===== src/sv/bvws_pkg.sv =====
`timescale 1ns / 1ps
// Shared types, codes and constants of the bus voltage window supervisor.
// No dependencies.
package bvws_pkg;

   localparam int SAMPLE_W  = 12;
   localparam int LIMIT_W   = 10;
   localparam int MV_W      = 15;
   localparam int STATE_W   = 3;
   localparam int CSR_AW    = 5;
   localparam int CSR_DW    = 32;
   localparam int PROD_W    = SAMPLE_W + MV_W;

   // 17.9 * 3.3 / 2.5 V full scale, in mV, over 4096 counts
   localparam logic [MV_W-1:0] MV_SCALE = 15'd23628;

   // register indexes (byte address / 4)
   localparam logic [2:0] REG_CHG_DIS  = 3'd0;
   localparam logic [2:0] REG_CHG_RES  = 3'd1;
   localparam logic [2:0] REG_DIS_RES  = 3'd2;
   localparam logic [2:0] REG_DIS_DIS  = 3'd3;
   localparam logic [2:0] REG_PERSIST  = 3'd4;

   // supply state codes as they leave the block
   localparam logic [STATE_W-1:0] STATE_OK       = 3'd0;
   localparam logic [STATE_W-1:0] STATE_LOW_RES  = 3'd1;
   localparam logic [STATE_W-1:0] STATE_LOW_DIS  = 3'd2;
   localparam logic [STATE_W-1:0] STATE_HIGH_RES = 3'd3;
   localparam logic [STATE_W-1:0] STATE_HIGH_DIS = 3'd4;

   typedef enum logic [4:0] {
      MODE_OK       = 5'b00001,
      MODE_LOW_RES  = 5'b00010,
      MODE_LOW_DIS  = 5'b00100,
      MODE_HIGH_RES = 5'b01000,
      MODE_HIGH_DIS = 5'b10000
   } mode_type;

   typedef struct packed {
      logic [SAMPLE_W-1:0] chg_dis;
      logic [SAMPLE_W-1:0] chg_res;
      logic [SAMPLE_W-1:0] dis_res;
      logic [SAMPLE_W-1:0] dis_dis;
      logic [LIMIT_W-1:0]  persist;
   } cfg_type;

   function automatic logic [STATE_W-1:0] state_code(input mode_type mode);
      logic [STATE_W-1:0] code;
      case (mode)
         MODE_OK:       code = STATE_OK;
         MODE_LOW_RES:  code = STATE_LOW_RES;
         MODE_LOW_DIS:  code = STATE_LOW_DIS;
         MODE_HIGH_RES: code = STATE_HIGH_RES;
         MODE_HIGH_DIS: code = STATE_HIGH_DIS;
         default:       code = STATE_OK;
      endcase
      return code;
   endfunction

endpackage


===== src/sv/bvws_csr.sv =====
`timescale 1ns / 1ps
// Level and persistence registers behind the APB-style port.
// Uses bvws_pkg.
module bvws_csr (
   input  logic                        clock,
   input  logic                        reset,
   input  logic                        csr_psel,
   input  logic                        csr_penable,
   input  logic                        csr_pwrite,
   input  logic [bvws_pkg::CSR_AW-1:0] csr_paddr,
   input  logic [bvws_pkg::CSR_DW-1:0] csr_pwdata,
   output logic [bvws_pkg::CSR_DW-1:0] csr_prdata,
   output logic                        csr_pready,
   output bvws_pkg::cfg_type           cfg
);
   import bvws_pkg::*;

   cfg_type    cfg_ff;
   cfg_type    cfg_in;
   logic       wr_en;
   logic [2:0] idx;

   assign csr_pready = 1'b1;
   assign wr_en      = csr_psel && csr_penable && csr_pwrite;
   assign idx        = csr_paddr[4:2];
   assign cfg        = cfg_ff;

   always_comb begin
      cfg_in = cfg_ff;
      if (wr_en) begin
         case (idx)
            REG_CHG_DIS: cfg_in.chg_dis = csr_pwdata[SAMPLE_W-1:0];
            REG_CHG_RES: cfg_in.chg_res = csr_pwdata[SAMPLE_W-1:0];
            REG_DIS_RES: cfg_in.dis_res = csr_pwdata[SAMPLE_W-1:0];
            REG_DIS_DIS: cfg_in.dis_dis = csr_pwdata[SAMPLE_W-1:0];
            REG_PERSIST: cfg_in.persist = csr_pwdata[LIMIT_W-1:0];
            default:     cfg_in = cfg_ff;
         endcase
      end
   end

   always_comb begin
      case (idx)
         REG_CHG_DIS: csr_prdata = CSR_DW'(cfg_ff.chg_dis);
         REG_CHG_RES: csr_prdata = CSR_DW'(cfg_ff.chg_res);
         REG_DIS_RES: csr_prdata = CSR_DW'(cfg_ff.dis_res);
         REG_DIS_DIS: csr_prdata = CSR_DW'(cfg_ff.dis_dis);
         REG_PERSIST: csr_prdata = CSR_DW'(cfg_ff.persist);
         default:     csr_prdata = '0;
      endcase
   end

   always_ff @(posedge clock) begin
      if (reset) begin
         cfg_ff.chg_dis <= '0;
         cfg_ff.chg_res <= '0;
         cfg_ff.dis_res <= '1;
         cfg_ff.dis_dis <= '1;
         cfg_ff.persist <= LIMIT_W'(10);
      end else begin
         cfg_ff <= cfg_in;
      end
   end

endmodule


===== src/sv/bus_voltage_window_supervisor.sv =====
`timescale 1ns / 1ps
// Bus voltage window supervisor top level: sample register, state update,
// millivolt scaling and result register. Uses bvws_pkg and bvws_csr.
//
//   channel  direction  payload                                handshake
//   req      in         req_bus_sample[11:0]                   req_valid / req_stall
//   rsp      out        rsp_supply_state[2:0], rsp_bus_millivolts[14:0]  rsp_valid / rsp_stall
//   csr      in/out     APB-style, 5 registers at 4*i          csr_psel/penable/pready
//
// One word per cycle while rsp_stall is low; words pass the sample, then the result register.
// The state update and one 12x15 constant multiply sit between the sample
// register and the result register.
// Synchronous reset clears valids, supply state and both run counters.
// rsp_stall holds the result register; req_stall rises only when the sample
// register is full and the result register is full and stalled.
module bus_voltage_window_supervisor (
   input  logic                          clock,
   input  logic                          reset,
   input  logic                          req_valid,
   output logic                          req_stall,
   input  logic [bvws_pkg::SAMPLE_W-1:0] req_bus_sample,
   output logic                          rsp_valid,
   input  logic                          rsp_stall,
   output logic [bvws_pkg::STATE_W-1:0]  rsp_supply_state,
   output logic [bvws_pkg::MV_W-1:0]     rsp_bus_millivolts,
   input  logic                          csr_psel,
   input  logic                          csr_penable,
   input  logic                          csr_pwrite,
   input  logic [bvws_pkg::CSR_AW-1:0]   csr_paddr,
   input  logic [bvws_pkg::CSR_DW-1:0]   csr_pwdata,
   output logic [bvws_pkg::CSR_DW-1:0]   csr_prdata,
   output logic                          csr_pready
);
   import bvws_pkg::*;

   cfg_type cfg;

   logic                 smp_valid_ff, smp_valid_in;
   logic [SAMPLE_W-1:0]  smp_ff;
   logic                 rsp_valid_ff, rsp_valid_in;
   logic [STATE_W-1:0]   rsp_state_ff;
   logic [MV_W-1:0]      rsp_mv_ff;
   mode_type             mode_ff, mode_in;
   logic [LIMIT_W-1:0]   low_run_ff, low_run_in;
   logic [LIMIT_W-1:0]   high_run_ff, high_run_in;
   logic [LIMIT_W:0]     low_next, high_next;
   logic [PROD_W-1:0]    product;
   logic                 advance, accept;

   bvws_csr u_csr (
      .clock       (clock),
      .reset       (reset),
      .csr_psel    (csr_psel),
      .csr_penable (csr_penable),
      .csr_pwrite  (csr_pwrite),
      .csr_paddr   (csr_paddr),
      .csr_pwdata  (csr_pwdata),
      .csr_prdata  (csr_prdata),
      .csr_pready  (csr_pready),
      .cfg         (cfg)
   );

   assign advance   = smp_valid_ff && (!rsp_valid_ff || !rsp_stall);
   assign req_stall = smp_valid_ff && !advance;
   assign accept    = req_valid && !req_stall;

   assign smp_valid_in = accept ? 1'b1 : (advance ? 1'b0 : smp_valid_ff);
   assign rsp_valid_in = advance ? 1'b1 : (rsp_stall ? rsp_valid_ff : 1'b0);

   assign low_next  = {1'b0, low_run_ff} + (LIMIT_W+1)'(1);
   assign high_next = {1'b0, high_run_ff} + (LIMIT_W+1)'(1);
   assign product   = PROD_W'(smp_ff) * PROD_W'(MV_SCALE);

   // priority: charge disable, charge restrict, discharge disable,
   // discharge restrict, ok. Low rules leave high_run alone and vice versa.
   always_comb begin
      mode_in     = mode_ff;
      low_run_in  = low_run_ff;
      high_run_in = high_run_ff;
      if (smp_ff <= cfg.chg_dis) begin
         if (mode_ff != MODE_LOW_DIS) begin
            if (low_next >= {1'b0, cfg.persist}) begin
               mode_in    = MODE_LOW_DIS;
               low_run_in = '0;
            end else begin
               mode_in    = MODE_LOW_RES;
               low_run_in = low_next[LIMIT_W-1:0];
            end
         end
      end else if (smp_ff <= cfg.chg_res) begin
         mode_in    = MODE_LOW_RES;
         low_run_in = '0;
      end else if (smp_ff >= cfg.dis_dis) begin
         if (mode_ff != MODE_HIGH_DIS) begin
            if (high_next >= {1'b0, cfg.persist}) begin
               mode_in     = MODE_HIGH_DIS;
               high_run_in = '0;
            end else begin
               mode_in     = MODE_HIGH_RES;
               high_run_in = high_next[LIMIT_W-1:0];
            end
         end
      end else if (smp_ff >= cfg.dis_res) begin
         mode_in     = MODE_HIGH_RES;
         high_run_in = '0;
      end else begin
         mode_in     = MODE_OK;
         low_run_in  = '0;
         high_run_in = '0;
      end
   end

   always_ff @(posedge clock) begin
      if (reset) begin
         smp_valid_ff <= 1'b0;
         rsp_valid_ff <= 1'b0;
         mode_ff      <= MODE_OK;
         low_run_ff   <= '0;
         high_run_ff  <= '0;
      end else begin
         smp_valid_ff <= smp_valid_in;
         rsp_valid_ff <= rsp_valid_in;
         if (advance) begin
            mode_ff     <= mode_in;
            low_run_ff  <= low_run_in;
            high_run_ff <= high_run_in;
         end
      end
   end

   always_ff @(posedge clock) begin
      if (accept) begin
         smp_ff <= req_bus_sample;
      end
      if (advance) begin
         rsp_state_ff <= state_code(mode_in);
         rsp_mv_ff    <= product[PROD_W-1:SAMPLE_W];
      end
   end

   assign rsp_valid          = rsp_valid_ff;
   assign rsp_supply_state   = rsp_state_ff;
   assign rsp_bus_millivolts = rsp_mv_ff;

endmodule


===== config.mk =====
export PLATFORM = sky130hd
export DESIGN_NAME = bus_voltage_window_supervisor
export DESIGN_NICKNAME = d
export VERILOG_FILES = /design/src/sv/bvws_pkg.sv /design/src/sv/bvws_csr.sv /design/src/sv/bus_voltage_window_supervisor.sv
export SDC_FILE = /design/constraint.sdc
export NUM_CORES = 1
export LEC_CHECK = 0
export BUFFER_PORTS_ARGS = -buffer_cell sky130_fd_sc_hd__buf_2
export CAP_MARGIN = 0
export CORE_UTILIZATION = 50
export DETAILED_ROUTE_END_ITERATION = 7
export PLACE_DENSITY = 0.7
export SLEW_MARGIN = 10
export SYNTH_ARGS = -nofsm -noshare
export SYNTH_HDL_FRONTEND = slang
export SYNTH_SLANG_ARGS = --single-unit

===== constraint.sdc =====
create_clock -name clock -period 7 [get_ports clock]
set_input_delay 0.35 -clock clock [delete_from_list [all_inputs] [get_ports clock]]
set_output_delay 0.35 -clock clock [all_outputs]
set_load 0.01 [all_outputs]

# Yosys cells after proc, flatten, opt, wreduce, memory -nomap -nowiden
# Index checks and enable logic that the tools add are counted.
# classes
multipliers,1
mux,23
n_eq_ne,15
bitwise,2
n_reduce_logical,19
addsub,2
magnitude_cmp,6
# op_table
op,count
$mux W10,9
$pmux W12 S5,1
$mux W5,6
$mul A12 B13 Y25 const B,1
$ge A12 B12 Y1,2
$le A12 B12 Y1,2
$add A10 B1 Y11 const B,2
$ge A11 B10 Y1,2
$pmux W3 S4,1
$reduce_and A2 Y1,5
$reduce_and A4 Y1,2
$eq A3 B2 Y1 const B,2
$ne A2 B1 Y1 const B,3
$ne A3 B3 Y1 const B,2
$eq A5 B2 Y1 const B,1
$eq A5 B3 Y1 const B,1
$eq A5 B4 Y1 const B,1
$eq A5 B5 Y1 const B,1
$logic_and A1 B1 Y1,5
$ne A5 B3 Y1 const B,1
$ne A5 B5 Y1 const B,1
$logic_not A1 Y1,4
$mux W1,4
$mux W4,1
other kinds (7),8
# word_totals
inputBits,56
elab_cells,81
register_bits,115
output_inout_bits,53

# Longest topological paths before layout
# Gate-level depths: netlist (run 1).
# depth
word_depth,9
ltp_mapped,21
mapped_depth_nobuf,21

# Hierarchy
# A second synthesis (run 1) with hierarchy kept.
# hier_totals
cells_unflattened,1033
hier_area_um2,9810.7
# modules_own_cells
mod,seq_area_each_um2,area_each_um2,n_inst,cells_each
bus_voltage_window_supervisor,1441.4,6825.3,1,731
bvws_csr,1161.1,2985.4,1,302

# Worst setup path before layout (run 1)
# OpenSTA, ideal clock, no wires.
# synth_path
kind,register -> register
startpoint,reg smp_ff[3]
endpoint,"reg rsp_mv_ff[14], in the netlist rsp_bus_millivolts[14] (data pin)"
arrival_time_ns,4.763
path_stages_with_launch,20
path_slack_ns,1.978
setup_time_ns,0.260
n_path_buf,0
required_ns,6.740
period_less_slack_ns,5.022
cell_sequence,edfxtp_1 > inv_1 > fa_1 > inv_1 > ha_1 > fa_1 > inv_1 > fa_1 > fa_1 > inv_1 > ha_1 > a21oi_1 > nand2_1 > a2bb2oi_1 > nand2_1 > o31ai_1 > o41a_1 > a21o_1 > a21oi_2 > xnor2_1
# synth_between
elab_chain_cells,1
# synth_lines
item,line,source
"start, declared",bus_voltage_window_supervisor.sv:39,logic [SAMPLE_W-1:0] smp_ff;
"start signal, assigned",bus_voltage_window_supervisor.sv:133,smp_ff <= req_bus_sample;
$mul A12 B13 Y25,bus_voltage_window_supervisor.sv:72,assign product = PROD_W'(smp_ff) * PROD_W'(MV_SCALE);
via product[26],bus_voltage_window_supervisor.sv:47,logic [PROD_W-1:0] product;
"end signal, assigned",bus_voltage_window_supervisor.sv:137,rsp_mv_ff <= product[PROD_W-1:SAMPLE_W];
"end, declared",bus_voltage_window_supervisor.sv:42,logic [MV_W-1:0] rsp_mv_ff;
# The timed path passes the listed nets, and every way through them passes these cells.
# A chain may end at the register's enable or synchronous reset.

# Final worst setup path (run 1)
# Same ends and word-level chain as after synthesis.

==> results.md, run 1 <==
- Initial DRC count: 371
- Worst slew margin: 20.7%
- Critical Path End Type: flop
- Largest net degree at the start of global routing: 43
- Maximum vdd ir drop: 0.000226 V
- Failing checks: DRC
- PwrDens: 258 nW/um^2
- First-pass GRT wire length: 34.4 mm
- Critical path startpoint: smp_ff[3]$_DFFE_PP_
- DR pass1 iterations: 7
- Cts bufs inserted: 17
- Tot GR Track Use: 24.1%
- Share of cells above drive strength 1: 11.4%
- Detail Placement HPWL: 15.4 mm
- Final Max Tran Viols: 0
- Status: finished, violations left
- Crit path kind: reg -> reg
- Main flop type after synthesis: dfxtp_1
- Sequential area share after synthesis: 28.4%
- Worst path cell trace: inv_1 > fa_1 > inv_1 > ha_1 > fa_1 > inv_1 > fa_1 > fa_1 > inv_1 > ha_1 > a21oi_1 > nand2_1 > a2bb2oi_1 > nand2_1 > o31ai_1 > o41a_1 > a21o_1 > a21oi_2 > xnor2_1
- Slowest CP cell: edfxtp_1
- Root Buffer: clkbuf_16
- Fin nets: 1298
- Dpl cells: 1255
- Fmax: 179 MHz
- Multi-input gate area: 5800 um^2
- Avg Cell Area, Syn: 9.25 um^2
- Final Cycle Share: 79.7%
- Fin util: 56.9%
- Area fraction of the dominant cell type after synthesis: 21.9%
- Synth area leaders: ha_1 22%, dfxtp_1 19%, edfxtp_1 9.8%
- Antenna violations before repair: 0
- Endpoints failing setup: 0
- Worst hold margin: 102 ps
- Leak Pwr: 0.00513 uW
- Port Buf Inserts: 65
- Storage cell area: 2600 um^2
- Final hold violation count: 0
- CTS resizes: 0
- Post-synthesis instance total: 990
- Initial Util: 51.0%
- Placed Area: 9600 um^2
- Number of global-route vias before repair: 7000
- Final instance area: 10200 um^2
- Sum Neg Setup Slack: 0 ps
- Mapped Area: 9160 um^2
- Rows: 49
- Die area: 18900 um^2
- Worst-margin pin slew: 1180 ps
- Vias/cell: 5.54
- Non-Filler Instances: 1287
- CP Data Arrival Time: 5760 ps
- Hold path start: req_bus_sample[8]
- # IOs: 109
- CTS HTree Levels: 4
- Leading area contributor after synthesis: ha_1
- Worst Path Buf+Inv: 4
- Setup slack, reg-to-reg: 1420 ps
- Area Overhead vs Synth: 11.7%
- Max_cap viols: 0
- Ys async rst share: 0%
- Worst hold path class: in -> reg
- Worst-Skew Late Latency: 420 ps
- Grt total ovfl: 0
- Synth cell count leaders: 160 x ha_1, 146 x inv_1, 102 x nand2_1, 85 x dfxtp_1, 42 x nor2_1
- CP top delay family: adder cells
- Distinct cells, synth: 61
- CP Data Required Time: 7180 ps
- Fillcell total: 1588
- Yosys reg bits: 115
- Die span in x: 137 um
- DRC errors left: 2
- Post-CTS setup-driven buffer insertion count: 0
- RR Startpoint: smp_ff[3]$_DFFE_PP_
- Via count: 7128
- Most common cell in the synthesized netlist: ha_1
- Crit-path max FO: 9
- RSZ-0062 raised after global routing: false
- CP Launch Type: flop
- Routed Antenna Nets: 0
- Clock Skew: 8.52 ps
- Aggregate routed wire length: 20.8 mm
- Tmin final: 5580 ps
- Die H: 137 um
- CTS tree: done
- Routability cong.: 0.869
- Yosys warning count: 0
- Max incr delay on CP: 650 ps
- Worst-path clk slew: 60 ps
- Clock Tree Buf Depth: 2
- Cts hold-fix bufs: 0
- Core Area: 18000 um^2
- Clock sinks: 115
- ANT cells: 0
- Wirelength per Cell: 16.2 um
- EDFF count, synth: 30
-- routing by layer --
layer  vias up  global-route usage [%]  wire [um]
li1       3466                       -          -
met1      3392                    30.2       9270
met2       212                    39.8       9780
met3        58                    4.89       1070
met4         0                    10.9        714
met5         -                       0          0
-- kinds of logic after synthesis --
family / share of synthesized area (%)
other cells: 0.0820
xor+xnor: 2.97
simple gates: 11.5
mux: 4.35
compound gates: 13.5
flops: 28.4
buf+inv: 9.17
fa+ha+maj: 30.0
-- power breakdown --
group / internal, uW / switching (uW) / leakage (uW)
clock network: 592 / 332 / 0.000303
logic: 399 / 503 / 0.00385
registers: 777 / 31.4 / 0.000973
-- path summary, 6_finish.rpt --
path,to,cells after the start
max,rsp_bus_millivolts[14]$_DFFE_PP_,19
max reg2reg,rsp_bus_millivolts[14]$_DFFE_PP_,19
min reg2reg,mode_ff[1]$_SDFFE_PP0P_,2
min,smp_ff[8]$_DFFE_PP_,1
-- sequential cells by signal, summed over array words and instances (netlist names) --
register,flops
u_csr.cfg,58
rsp_supply_state,3
smp_valid_ff,1
low_run_ff,10
rsp_bus_millivolts,15
smp_ff,12
high_run_ff,10
mode_ff,5
rsp_valid,1
-- area by class of cell --
type / instances / area share (%)
Multi-Input combinational cell: 694 / 56.7
Sequential cell: 115 / 25.5
Inverter: 146 / 5.36
Clock buffer: 21 / 4.61
Timing Repair Buffer: 71 / 3.62
Tap cell: 229 / 2.80
Clock inverter: 11 / 1.46
-- placed cells by master (no fill, tap or decap), types with 3 or more instances in the layout --
cell	netlist	final
dfxtp_1	85	85
edfxtp_1	30	30
a21o_1	29	29
nor3_1	7	7
bufinv_16	0	3
nand2_1	102	102
a22o_1	6	6
nand3b_1	4	4
ha_1	160	160
buf_2	2	65
o211ai_1	24	24
o22ai_1	10	10
clkinv_4	0	3
nand2b_1	9	9
and2_1	4	4
buf_4	21	6
clkbuf_16	0	18
nor2b_1	9	9
o21ai_0	20	20
o21ai_1	5	5
inv_1	146	146
a21oi_2	3	3
conb_1	2	21
fa_1	37	37
mux2i_1	33	33
nor2_1	42	42
a21oi_1	39	39
a22oi_1	20	20
xor2_1	15	15
and3_1	9	9
a31oi_1	7	7
o21a_1	6	6
nand4_1	10	10
xnor2_1	16	16
nand3_1	15	15
-- stage by stage --
stage          setup WS (ps)  power (uW)
6_report                1420        2630
5_1_grt                 1160        2820
4_1_cts                 1370        2660
3_5_place_dp            1430        1710
3_3_place_gp            1430        1700
2_1_floorplan           1980        1500
No activity file was read; power rests on OpenSTA's default activity.
==> inputs of run 2 (changes only) <==
==> constraint.sdc (replaced) <==
create_clock -name clock -period 5.45 [get_ports clock]
set_input_delay 0.2725 -clock clock [delete_from_list [all_inputs] [get_ports clock]]
set_output_delay 0.2725 -clock clock [all_outputs]
set_load 0.01 [all_outputs]
==> run 2 against run 1 <==
Sequential share of layout area fell by 0.078 points. Routed wire length fell by 0.17%. Critical path depth did not move. The flow now finishes without violations. Core utilization rose by 0.17 points. Largest cell class unchanged.
==> results.md, run 2 (same netlist as run 1, synthesis figures left out) <==
- Setup slack, reg-to-reg: 330 ps (-1090 ps)
- Rows: 49 (unchanged)
- Vias/cell: 5.35 (-3.4%)
- Worst-Skew Late Latency: 420 ps (about the same)
- Max_cap viols: 0 (unchanged)
- Initial DRC count: 374 (+0.81%)
- CTS HTree Levels: 4 (unchanged)
- Fin util: 57.1% (+0.17 points)
- CP Data Arrival Time: 5280 ps (-480 ps)
- Crit path capture: rsp_bus_millivolts[14]$_DFFE_PP_
- Cts hold-fix bufs: 0 (unchanged)
- Endpoints failing setup: 0 (unchanged)
- Area Overhead vs Synth: 12.0%
- Clock sinks: 115 (unchanged)
- Core Area: 18000 um^2 (unchanged)
- Detail Placement HPWL: 15.7 mm (+2.3%)
- Worst-path clk slew: 60 ps (about the same)
- Die span in x: 137 um (unchanged)
- Number of global-route vias before repair: 6846 (-2.2%)
- Crit path kind: reg -> reg
- DRC errors left: 0 (-2)
- Die area: 18900 um^2 (unchanged)
- Worst slew margin: 22.5% (+1.8 points)
- Initial Util: 51.0% (unchanged)
- Tmin final: 5120 ps (-461 ps)
- Share of cells above drive strength 1: 12.5% (+1.1 points)
- Grt total ovfl: 0 (unchanged)
- RSZ-0062 raised after global routing: false
- Max reg flops: 58 (unchanged)
- Antenna violations before repair: 0 (unchanged)
- CP Launch Type: flop
- Routed Antenna Nets: 0 (unchanged)
- CP Data Required Time: 5610 ps (-1570 ps)
- Routability cong.: 0.849 (-2.3%)
- Final Max Tran Viols: 0 (unchanged)
- Root Buffer: clkbuf_16
- Port Buf Inserts: 65 (unchanged)
- Die H: 137 um (unchanged)
- Fmax: 195 MHz (+9.0%)
- Sum Neg Setup Slack: 0 ps (unchanged)
- Tot GR Track Use: 24.2% (+0.13 points)
- Via count: 6939 (-2.7%)
- PwrDens: 319 nW/um^2 (+24%)
- First-pass GRT wire length: 34.5 mm (+0.48%)
- Final hold violation count: 0 (unchanged)
- Wirelength per Cell: 16.0 um (-0.94%)
- DR pass1 iterations: 5 (-2)
- Fin nets: 1308 (+0.77%)
- Cts bufs inserted: 17 (unchanged)
- Most frequent cells in the layout: 160 x ha_1, 145 x inv_1, 102 x nand2_1
- Leak Pwr: 0.00515 uW (+0.37%)
- # IOs: 109 (unchanged)
- ANT cells: 0 (unchanged)
- Largest net degree at the start of global routing: 43 (unchanged)
- Critical Path End Type: flop
- Status: finished, final reports clean
- Final Cycle Share: 93.9% (+14 points)
- Critical path startpoint: smp_ff[3]$_DFFE_PP_
- R2r endpoint: rsp_bus_millivolts[14]$_DFFE_PP_
- Clock Skew: 8.60 ps (+0.0789 ps)
- RR Startpoint: smp_ff[3]$_DFFE_PP_
- Worst hold path class: in -> reg
- Worst-margin pin slew: 1150 ps (-27.0 ps)
- Aggregate routed wire length: 20.8 mm (-0.17%)
- Crit-path max FO: 3 (-6)
- CTS tree: done
- Clock Tree Buf Depth: 2 (unchanged)
- Reg2Reg Depth: 19 (unchanged)
- Commonest non-fill, non-tap cell in the layout: ha_1
- Maximum vdd ir drop: 0.000322 V (+43%)
## run 2: changes by cell type in the layout (fill, tap and decap cells not counted), moves of 2 or more
cell	before	now
buf_4	6	16
inv_6	1	3
bufinv_16	3	0
clkinvlp_4	1	3
clkbuf_1	2	0
## run 2: repair_timing
item,CTS,global route
resized for setup,0,1
setup endpoints to repair,0,1
buffers inserted,0,1
## run 2: how the worst min path moves through the flow
stage	depth (start not counted)	startpoint	slack (ps)	end
finish	1	req_bus_sample[2]	30	smp_ff[2]$_DFFE_PP_
detailed placement	2	mode_ff[1]$_SDFFE_PP0P_	450	mode_ff[1]$_SDFFE_PP0P_
CTS	1	req_bus_sample[2]	10	smp_ff[2]$_DFFE_PP_
global placement	2	mode_ff[1]$_SDFFE_PP0P_	450	mode_ff[1]$_SDFFE_PP0P_
global route	1	req_bus_sample[1]	4	smp_ff[1]$_DFFE_PP_
floorplan	0	req_bus_sample[0]	370	smp_ff[0]$_DFFE_PP_
## run 2: metal layers
| metal | up-vias | track usage (%) | part of all wire (%) |
|---|---|---|---|
| met5 | - | 0 | 0 |
| met4 | 0 | 7.63 | 1.5 |
| met3 | 19 | 5.00 | 3.5 |
| met2 | 126 | 40.5 | 49 |
| met1 | 3316 | 31.2 | 46 |
| li1 | 3478 | - | - |
## run 2: through the flow
step	hold WS (ps)	area [um^2]	setup WS, ps	cells	power, uW
after global placement	447	9670	350	1264	2190
after detailed placement	449	9670	311	1264	2210
final	28.1	10300	330	1297	3270
after floorplan	371	9230	428	1009	1930
after global routing	3.74	10300	33.1	1297	3520
after CTS	10.8	10200	256	1296	3300
## run 2: worst max-delay path, stage by stage, from the launching register on
cell	delay [ps]
edfxtp_1	340
inv_1	120
fa_1	560
inv_1	40
ha_1	300
fa_1	490
inv_1	60
fa_1	520
fa_1	560
inv_1	40
ha_1	320
a21oi_1	210
nand2_1	80
a2bb2oi_1	150
nand2_1	170
o31ai_2	110
o41a_1	350
a21o_1	230
a21oi_2	150
xnor2_1	70
## run 2: power by group
group / switching [uW] / internal (uW) / total (uW)
registers: 23.2 / 998 / 1020
logic: 666 / 520 / 1190
clock network: 428 / 638 / 1070
total: 1120 / 2160 / 3270
## run 2: final cells by class
class | count | area (um^2)
Sequential cell | 115 | 2600
Multi-Input combinational cell | 694 | 5800
Tap cell | 229 | 287
Clock inverter | 13 | 96.3
Inverter | 146 | 548
Timing Repair Buffer | 81 | 445
Clock buffer | 19 | 475
Fill cell | 1628 | 7710
